### src/rtl/core/bag_pkg.sv
`timescale 1ns / 1ps
package bag_pkg;
  localparam logic [1:0] OP_PUSH = 2'd0;
  localparam logic [1:0] OP_STEP = 2'd1;
  localparam logic [1:0] OP_LOAD = 2'd2;
  localparam logic [1:0] OP_NONE = 2'd3;

  localparam logic [1:0] REG_GAP_OPEN = 2'd0;
  localparam logic [1:0] REG_GAP_EXT = 2'd1;
  localparam logic [1:0] REG_SHIFT = 2'd2;
  localparam logic [1:0] REG_START = 2'd3;

  // one classified item in the queue
  typedef struct packed {
    logic [1:0] op;
    logic [7:0] base;
    logic [7:0] ref_base;
    logic [7:0] quality;
    logic [23:0] match_score;
    logic [23:0] mismatch_score;
    logic last;
  } bag_item_t;
endpackage

### src/rtl/core/bag_front.sv
`timescale 1ns / 1ps
module bag_front (
  input  logic clk,
  input  logic rst,
  input  logic in_valid,
  output logic in_ready,
  input  bag_pkg::bag_item_t in_item,
  output logic q_valid,
  input  logic q_ready,
  output bag_pkg::bag_item_t q_item
);
  import bag_pkg::*;

  // two-entry queue, unused opcodes dropped at the door
  bag_item_t mem [2];
  logic wr_ptr, rd_ptr;
  logic [1:0] count;
  logic push, pop;

  assign in_ready = (count != 2'd2);
  assign push = in_valid && in_ready && (in_item.op != OP_NONE);
  assign pop = q_valid && q_ready;
  assign q_valid = (count != 2'd0);
  assign q_item = mem[rd_ptr];

  always_ff @(posedge clk) begin
    if (push) mem[wr_ptr] <= in_item;
  end

  always_ff @(posedge clk) begin
    if (rst) begin
      wr_ptr <= 1'b0;
      rd_ptr <= 1'b0;
      count <= 2'd0;
    end else begin
      if (push) wr_ptr <= ~wr_ptr;
      if (pop) rd_ptr <= ~rd_ptr;
      count <= count + {1'b0, push} - {1'b0, pop};
    end
  end
endmodule

### config.mk
export PLATFORM = sky130hd
export DESIGN_NAME = bag_front
export DESIGN_NICKNAME = d
export VERILOG_FILES = /design/src/rtl/core/bag_pkg.sv /design/src/rtl/core/bag_front.sv
export SDC_FILE = /design/constraint.sdc
export NUM_CORES = 1
export LEC_CHECK = 0
export BUFFER_PORTS_ARGS = -buffer_cell sky130_fd_sc_hd__buf_2
export CAP_MARGIN = 0
export CORE_AREA = 3 3 144 146
export CTS_CLUSTER_SIZE = 30
export DETAILED_ROUTE_END_ITERATION = 12
export DIE_AREA = 0 0 147 149
export SETUP_SLACK_MARGIN = 0.15
export SLEW_MARGIN = 5
export SYNTH_ARGS = -nofsm -noshare
export SYNTH_HDL_FRONTEND = slang
export SYNTH_SLANG_ARGS = --single-unit
export TNS_END_PERCENT = 30
### constraint.sdc
create_clock -name clk -period 4.7 [get_ports clk]
set_input_delay 0.47 -clock clk [delete_from_list [all_inputs] [get_ports clk]]
set_output_delay 0.47 -clock clk [all_outputs]
set_load 0.01 [all_outputs]
==> flow_summary.json, run 1 <==
{
  "dieHeight_um": 149,
  "worst_skew_pair.late_latency_ns": 0.41,
  "status": "completed",
  "dr_total_vias": 2898,
  "diodes": 0,
  "clock_buffer_count_from_cts": 17,
  "power_frac_comb_pct": 23.8,
  "count_of_synthesis_stage_warnings_from_yosys": 0,
  "dpl.hpwl_um": 7130,
  "worstSetupEndpoint": "q_item[3]",
  "hold_violations_final": 0,
  "cts_max_level": 4,
  "total_instance_count_after_detailed_placement": 675,
  "via_count_of_the_first_global_routing_pass": 3174,
  "r2r_start": "count[0]",
  "globalRoute.totalOverflow": 0,
  "reg2regPathDepth": 4,
  "crit_path_max_incr_delay_ns": 0.95,
  "clock_power_share_pct": 31.2,
  "avgSynthCellArea_um2": 22.5,
  "whs_ns": 0.248,
  "chipWidth_um": 147,
  "post-synth-top-area-fraction_pct": 76.9,
  "layout_min_cycle_time_ns": 2.90,
  "cell_by_cell_trace_of_the_critical_path": "buf_4 -> mux2_2 -> buf_2",
  "synth.distinct_cells": 19,
  "class_of_the_tightest_hold_or_removal_check": "input port to flop",
  "numPortBuffers": 155,
  "synth_nets": 341,
  "row_count": 51,
  "timing.setup.tns_ns": 0,
  "worstPathMaxFanout": 54,
  "worstSetupPathType": "flop to output pin",
  "leakage_nw": 2.85,
  "crit_path_capture_type": "output pin",
  "required_time_of_the_worst_setup_path_ns": 4.23,
  "critical_path.startpoint_type": "flop",
  "maxSlewViolCount": 0,
  "route.detailed.drc": 0,
  "rsz_0062_raised_after_global_routing": "false",
  "ctsRootBufferMaster": "clkbuf_16",
  "first_pass_iters": 4,
  "grt_pass1_wl_um": 16700,
  "final_net_count": 510,
  "seq_power_share_pct": 44.9,
  "switching_share_pct": 26.6,
  "drtIter0Drc": 104,
  "cts_buffer_depth": 2,
  "synth_area_leader_cell": "edfxtp_1",
  "final-instance-count-excl-fill": 707,
  "starting_utilization_of_the_core_area_pct": 30.0,
  "cts_post_setup_buffers_inserted": 0,
  "synth-seq-cells": 155,
  "totalWireLength_um": 10800,
  "worst_clock_skew_ns": 0.00727,
  "gr-usage-all-layers_pct": 9.97,
  "grt_antenna_before_repair": 1,
  "worst_ir_drop_on_vdd_mv": 0.269,
  "syn-instance-count": 260,
  "yosys-top-cells-area": "edfxtp_1 77%, mux2_4 13%, mux2_2 5.0%",
  "r2r_end": "mem[1][34]",
  "clock_tree_from_tritoncts": "built",
  "top_level_ports": 156,
  "routedWlPerCell_um": 15.3,
  "measured_slew_at_the_worst_slew_check_pin_ns": 1.13,
  "detail_route.vias_per_cell": 4.10,
  "timing.fmax_mhz": 345,
  "final_antenna_net_count": 0,
  "gp_routability_congestion": 0.697,
  "max-slew-margin-rel_pct": 24.3,
  "core_region_area_um2": 19500,
  "min_period_over_period_pct": 61.8,
  "worst_ep_arrival_time_ns": 2.43,
  "number_of_gates_resized_after_cts": 0,
  "critical-path-slowest-cell": "dfxtp_4",
  "nFillCells": 1855,
  "grt_start_max_net_pins": 55,
  "internal_power_w": 0.00304,
  "synth_area_um2": 5860,
  "synth-seq-area-share_pct": 78.6,
  "die_area_um2": 21900,
  "clk_pin_slew_ns": 0.06,
  "tritoncts_num_sinks": 155,
  "area.growth.synth_to_final_pct": 28.3,
  "max-cap-violations": 0,
  "setup_viol": 0,
  "switch_pwr_w": 0.00110,
  "regToRegSetupSlack_ns": 2.42,
  "postCtsHoldBufs": 0,
  "share_of_layout_cells_above_drive_strength_1_pct": 60.6,
  "power.density_cell_area_nw_per_um2": 552
}
metrics by stage:
stage                     total power [W]  util (%)  instance area, µm²  setup slack, ns
after floorplan                   0.00256         -                5860            0.407
after global placement            0.00289      35.6                6950             2.20
after detailed placement          0.00290      35.6                6950             2.17
after CTS                         0.00422      38.5                7510             1.74
after global routing              0.00435      38.5                7510             1.66
final                             0.00414      38.5                7510             1.80
critical path, delay by kind of cell, from the launching register on:
kind,cells,cell delay [ns]
flip-flops,1,0.95
buffers and inverters,2,0.64
multiplexers,1,0.38
synthesized netlist by cell type (all sizes together):
| cell | instances |
|---|---|
| xor2 | 1 |
| mux2 | 76 |
| o21a | 1 |
| inv | 2 |
| dfxtp | 5 |
| nand2b | 1 |
| edfxtp | 150 |
| or2 | 1 |
| ha | 2 |
| nand2 | 1 |
| and2 | 1 |
| nor2b | 1 |
| nor2 | 7 |
| nor3 | 1 |
| xnor2 | 1 |
| nand3 | 1 |
| buf | 8 |
state kept, by name (all words and copies together), names as in the netlist, named ones only:
| name | flops |
|---|---|
| count | 2 |
| mem | 150 |
| rd_ptr | 1 |
| wr_ptr | 1 |
routing by layer:
layer  share of wire [%]  wire, µm  track usage [%]
met1                  42      4500             11.4
met2                  49      5320             16.5
met3                 6.8       739             4.10
met4                 2.1       223             4.33
met5                0.13        14                0
power groups by stage:
| stage | Combinational, W | Clock (W) | Sequential (W) |
|---|---|---|---|
| 6_report | 0.000988 | 0.00129 | 0.00186 |
| 5_1_grt | 0.00106 | 0.00140 | 0.00189 |
| 4_1_cts | 0.00101 | 0.00134 | 0.00187 |
| 3_5_place_dp | 0.00101 | 0 | 0.00190 |
| 3_3_place_gp | 0.000998 | 0 | 0.00189 |
| 2_1_floorplan | 0.000751 | 0 | 0.00181 |
worst min-delay path by stage:
| stage | slack (ns) | to | depth (start not counted) | from |
|---|---|---|---|---|
| floorplan | 0.48 | flop | 2 | rd_ptr |
| global placement | 0.50 | rd_ptr | 2 | rd_ptr |
| detailed placement | 0.50 | flop | 2 | rd_ptr |
| CTS | 0.22 | mem[1][10] | 1 | in_item[10] |
| global route | 0.22 | mem[1][10] | 1 | in_item[10] |
| finish | 0.25 | mem[1][10] | 1 | in_item[10] |
cells in the final DEF (no fill, tap or decap), drive strengths merged:
master | synthesis | layout
and2 | 1 | 1
buf | 8 | 158
bufinv | 0 | 2
clkbuf | 0 | 19
clkinv | 0 | 6
clkinvlp | 0 | 4
dfxtp | 5 | 5
edfxtp | 150 | 150
ha | 2 | 2
inv | 2 | 3
mux2 | 76 | 76
nand2 | 1 | 1
nand2b | 1 | 1
nand3 | 1 | 1
nor2 | 7 | 7
nor2b | 1 | 1
nor3 | 1 | 1
o21a | 1 | 1
or2 | 1 | 1
xnor2 | 1 | 1
xor2 | 1 | 1
final cells by class:
class / instances / area (µm²) / area share [%]
flip-flops and latches: 155 / 4610 / 61.4
multi-input cells: 95 / 1180 / 15.7
repair buffers: 158 / 823 / 11.0
clock buffers: 19 / 433 / 5.76
well taps: 265 / 332 / 4.41
clock inverters: 13 / 126 / 1.68
inverters: 2 / 7.51 / 0.100
kinds of logic after synthesis:
| kind of cell | Yosys count | synth area share (%) |
|---|---|---|
| XOR/XNOR | 2 | 0.299 |
| flip-flops | 155 | 78.6 |
| AND/OR/NAND/NOR | 14 | 1.24 |
| adder cells (fa/ha/maj) | 2 | 0.427 |
| AO/OA/AOI/OAI | 1 | 0.128 |
| multiplexers | 76 | 17.8 |
| buffers and inverters | 10 | 1.45 |
No activity file was read; power rests on OpenSTA's default activity.
==> inputs of run 2 (changes only) <==
Settings changed: ABC_AREA from default to 1.
Clock period 4.7 ns to 2.56 ns, I/O delays scaled along.
==> flow_summary.json, run 2 <==
{
  "status": "completed",
  "share_of_layout_cells_above_drive_strength_1_pct": 58.3,
  "measured_slew_at_the_worst_slew_check_pin_ns": 0.460,
  "critPathBufInv": 2,
  "totalWireLength_um": 11100,
  "post-place-ws_ns": 0.870,
  "timing.setup.tns_ns": 0,
  "final_net_count": 525,
  "synth_nets": 353,
  "critical-path-slowest-cell": "dfxtp_4",
  "largest_delay_share_family_worst_path": "flip-flops",
  "largest_register": "mem",
  "worst_skew_pair.late_latency_ns": 0.41,
  "globalRoute.totalOverflow": 0,
  "class_of_the_tightest_hold_or_removal_check": "input port to flop",
  "numPortBuffers": 155,
  "route.detailed.drc": 0,
  "cts_post_setup_buffers_inserted": 0,
  "whs_ns": 0.0362,
  "die_area_um2": 21900,
  "crit_path_capture_type": "output pin",
  "worst_hold_path.num_cells": 1,
  "total_instance_count_after_detailed_placement": 689,
  "min_period_over_period_pct": 78.1,
  "first_pass_iters": 4,
  "rsz_0062_raised_after_global_routing": "false",
  "tritoncts_num_sinks": 155,
  "grt_pass1_wl_um": 17100,
  "worstPathMaxFanout": 33,
  "chipWidth_um": 147,
  "yosys-top-cells-area": "edfxtp_1 77%, mux2_4 13%, mux2_2 4.8%",
  "cts_buffer_depth": 2,
  "synth_top_flop_cell": "edfxtp_1",
  "clock_tree_from_tritoncts": "built",
  "core_region_area_um2": 19500,
  "post-synth-top-area-fraction_pct": 76.7,
  "row_count": 51,
  "area.growth.synth_to_final_pct": 28.9,
  "synth_edf_count": 150,
  "grt_start_max_net_pins": 76,
  "gp_routability_congestion": 0.717,
  "ctsRootBufferMaster": "clkbuf_16",
  "postCtsHoldBufs": 1,
  "worst_ep_arrival_time_ns": 1.74,
  "count_of_synthesis_stage_warnings_from_yosys": 0,
  "min_from": "in_item[56]",
  "synth_area_um2": 5870,
  "critical_path.startpoint_type": "flop",
  "synth-seq-cells": 155,
  "final_antenna_net_count": 0,
  "postLayoutCoreUtil_pct": 38.8,
  "worstSetupPathType": "flop to output pin",
  "avgSynthCellArea_um2": 21.6,
  "leakage_nw": 2.90,
  "dieHeight_um": 149,
  "crit_cells": 3,
  "via_count_of_the_first_global_routing_pass": 3351,
  "hold_violations_final": 0,
  "clock_buffer_count_from_cts": 17,
  "r2r_start": "count[0]",
  "commonest_cells_after_routing_fill_and_taps_aside": "155 x buf_2, 150 x edfxtp_1, 50 x mux2_4",
  "reg2regPathDepth": 10,
  "gr-usage-all-layers_pct": 10.2,
  "timing.fmax_mhz": 500,
  "max-slew-margin-rel_pct": 69.3,
  "cts_max_level": 4,
  "final-instance-count-excl-fill": 721,
  "layout.cells.most_common": "buf_2",
  "postSynth.asyncResetShare_pct": 0,
  "synth.distinct_cells": 14,
  "number_of_gates_resized_after_cts": 0,
  "top_level_ports": 156,
  "maxSlewViolCount": 0,
  "clk_pin_slew_ns": 0.06,
  "starting_utilization_of_the_core_area_pct": 30.1,
  "drtIter0Drc": 103,
  "layout_min_cycle_time_ns": 2.00,
  "detail_route.vias_per_cell": 4.12,
  "dpl.hpwl_um": 7550,
  "cell_by_cell_trace_of_the_critical_path": "buf_12 -> mux2_2 -> buf_2",
  "routedWlPerCell_um": 15.3,
  "grt_antenna_before_repair": 0,
  "worst_ir_drop_on_vdd_mv": 0.590,
  "crit_path_max_incr_delay_ns": 0.50,
  "required_time_of_the_worst_setup_path_ns": 2.30,
  "syn-instance-count": 272,
  "largest_register_ff_count": 150,
  "synth-seq-area-share_pct": 78.4,
  "timing.final.ws_setup_ns": 0.561,
  "diodes": 0,
  "synth_area_leader_cell": "edfxtp_1",
  "setup_viol": 0,
  "worst_clock_skew_ns": 0.00787,
  "max-cap-violations": 0,
  "power.density_cell_area_nw_per_um2": 947,
  "biggest_regs": "mem x150, count x2",
  "dr_total_vias": 2973,
  "synth_most_common_cell": "edfxtp_1",
  "yosys-top-cells-count": "150 x edfxtp_1, 50 x mux2_4, 25 x mux2_2, 10 x inv_1, 9 x nand2_1"
}
[run 2: stage by stage]
| step | cell area (µm²) | power, W |
|---|---|---|
| after global routing | 7570 | 0.00751 |
| after detailed placement | 7000 | 0.00491 |
| final | 7570 | 0.00717 |
| after global placement | 7000 | 0.00486 |
| after floorplan | 5880 | 0.00432 |
| after CTS | 7570 | 0.00730 |
[run 2: cell families (layout without fill, tap and decap cells)]
| logic type | after synthesis | after routing | synth area share [%] |
|---|---|---|---|
| adder cells (fa/ha/maj) | 2 | 2 | 0.426 |
| buffers and inverters | 18 | 202 | 1.96 |
| AND/OR/NAND/NOR | 20 | 20 | 1.39 |
| flip-flops | 155 | 155 | 78.4 |
| AO/OA/AOI/OAI | 2 | 2 | 0.213 |
| multiplexers | 75 | 75 | 17.6 |
[run 2: area by class of cell]
type	count	area, µm²
fill	1870	12000
sequential	155	4610
tap	265	332
clock buffer	19	433
timing repair buffer	161	873
clock inverter	12	124
multi-input combinational	99	1160
inverter	10	38.8
[run 2: worst reg2reg max path, delay by kind of cell, from the launching register on]
family,cells,cell delay (ns)
fa+ha+maj,2,0.51
simple gates,4,0.42
flops,1,0.36
buf+inv,3,0.16
compound gates,1,0.16
[run 2: power breakdown]
group	switching (W)	total, W	internal (W)
Sequential	0.000100	0.00321	0.00311
Clock	0.000935	0.00236	0.00142
Combinational	0.000789	0.00160	0.000811
Total	0.00182	0.00717	0.00534
[run 2: worst paths after layout]
| path | endpoint | slack [ns] |
|---|---|---|
| setup / recovery | q_item[18] | 0.56 |
| hold / removal | mem[0][56] | 0.04 |
| setup reg to reg | count[1] | 0.85 |
| hold reg to reg | flop | 0.53 |
[run 2: per-layer routing]
| layer | wire length (µm) | up-vias | global-route usage (%) |
|---|---|---|---|
| li1 | - | 1398 | - |
| met1 | 4320 | 1476 | 11.0 |
| met2 | 5840 | 91 | 17.8 |
| met3 | 760 | 8 | 4.22 |
| met4 | 129 | 0 | 3.96 |
| met5 | 0 | - | 0 |
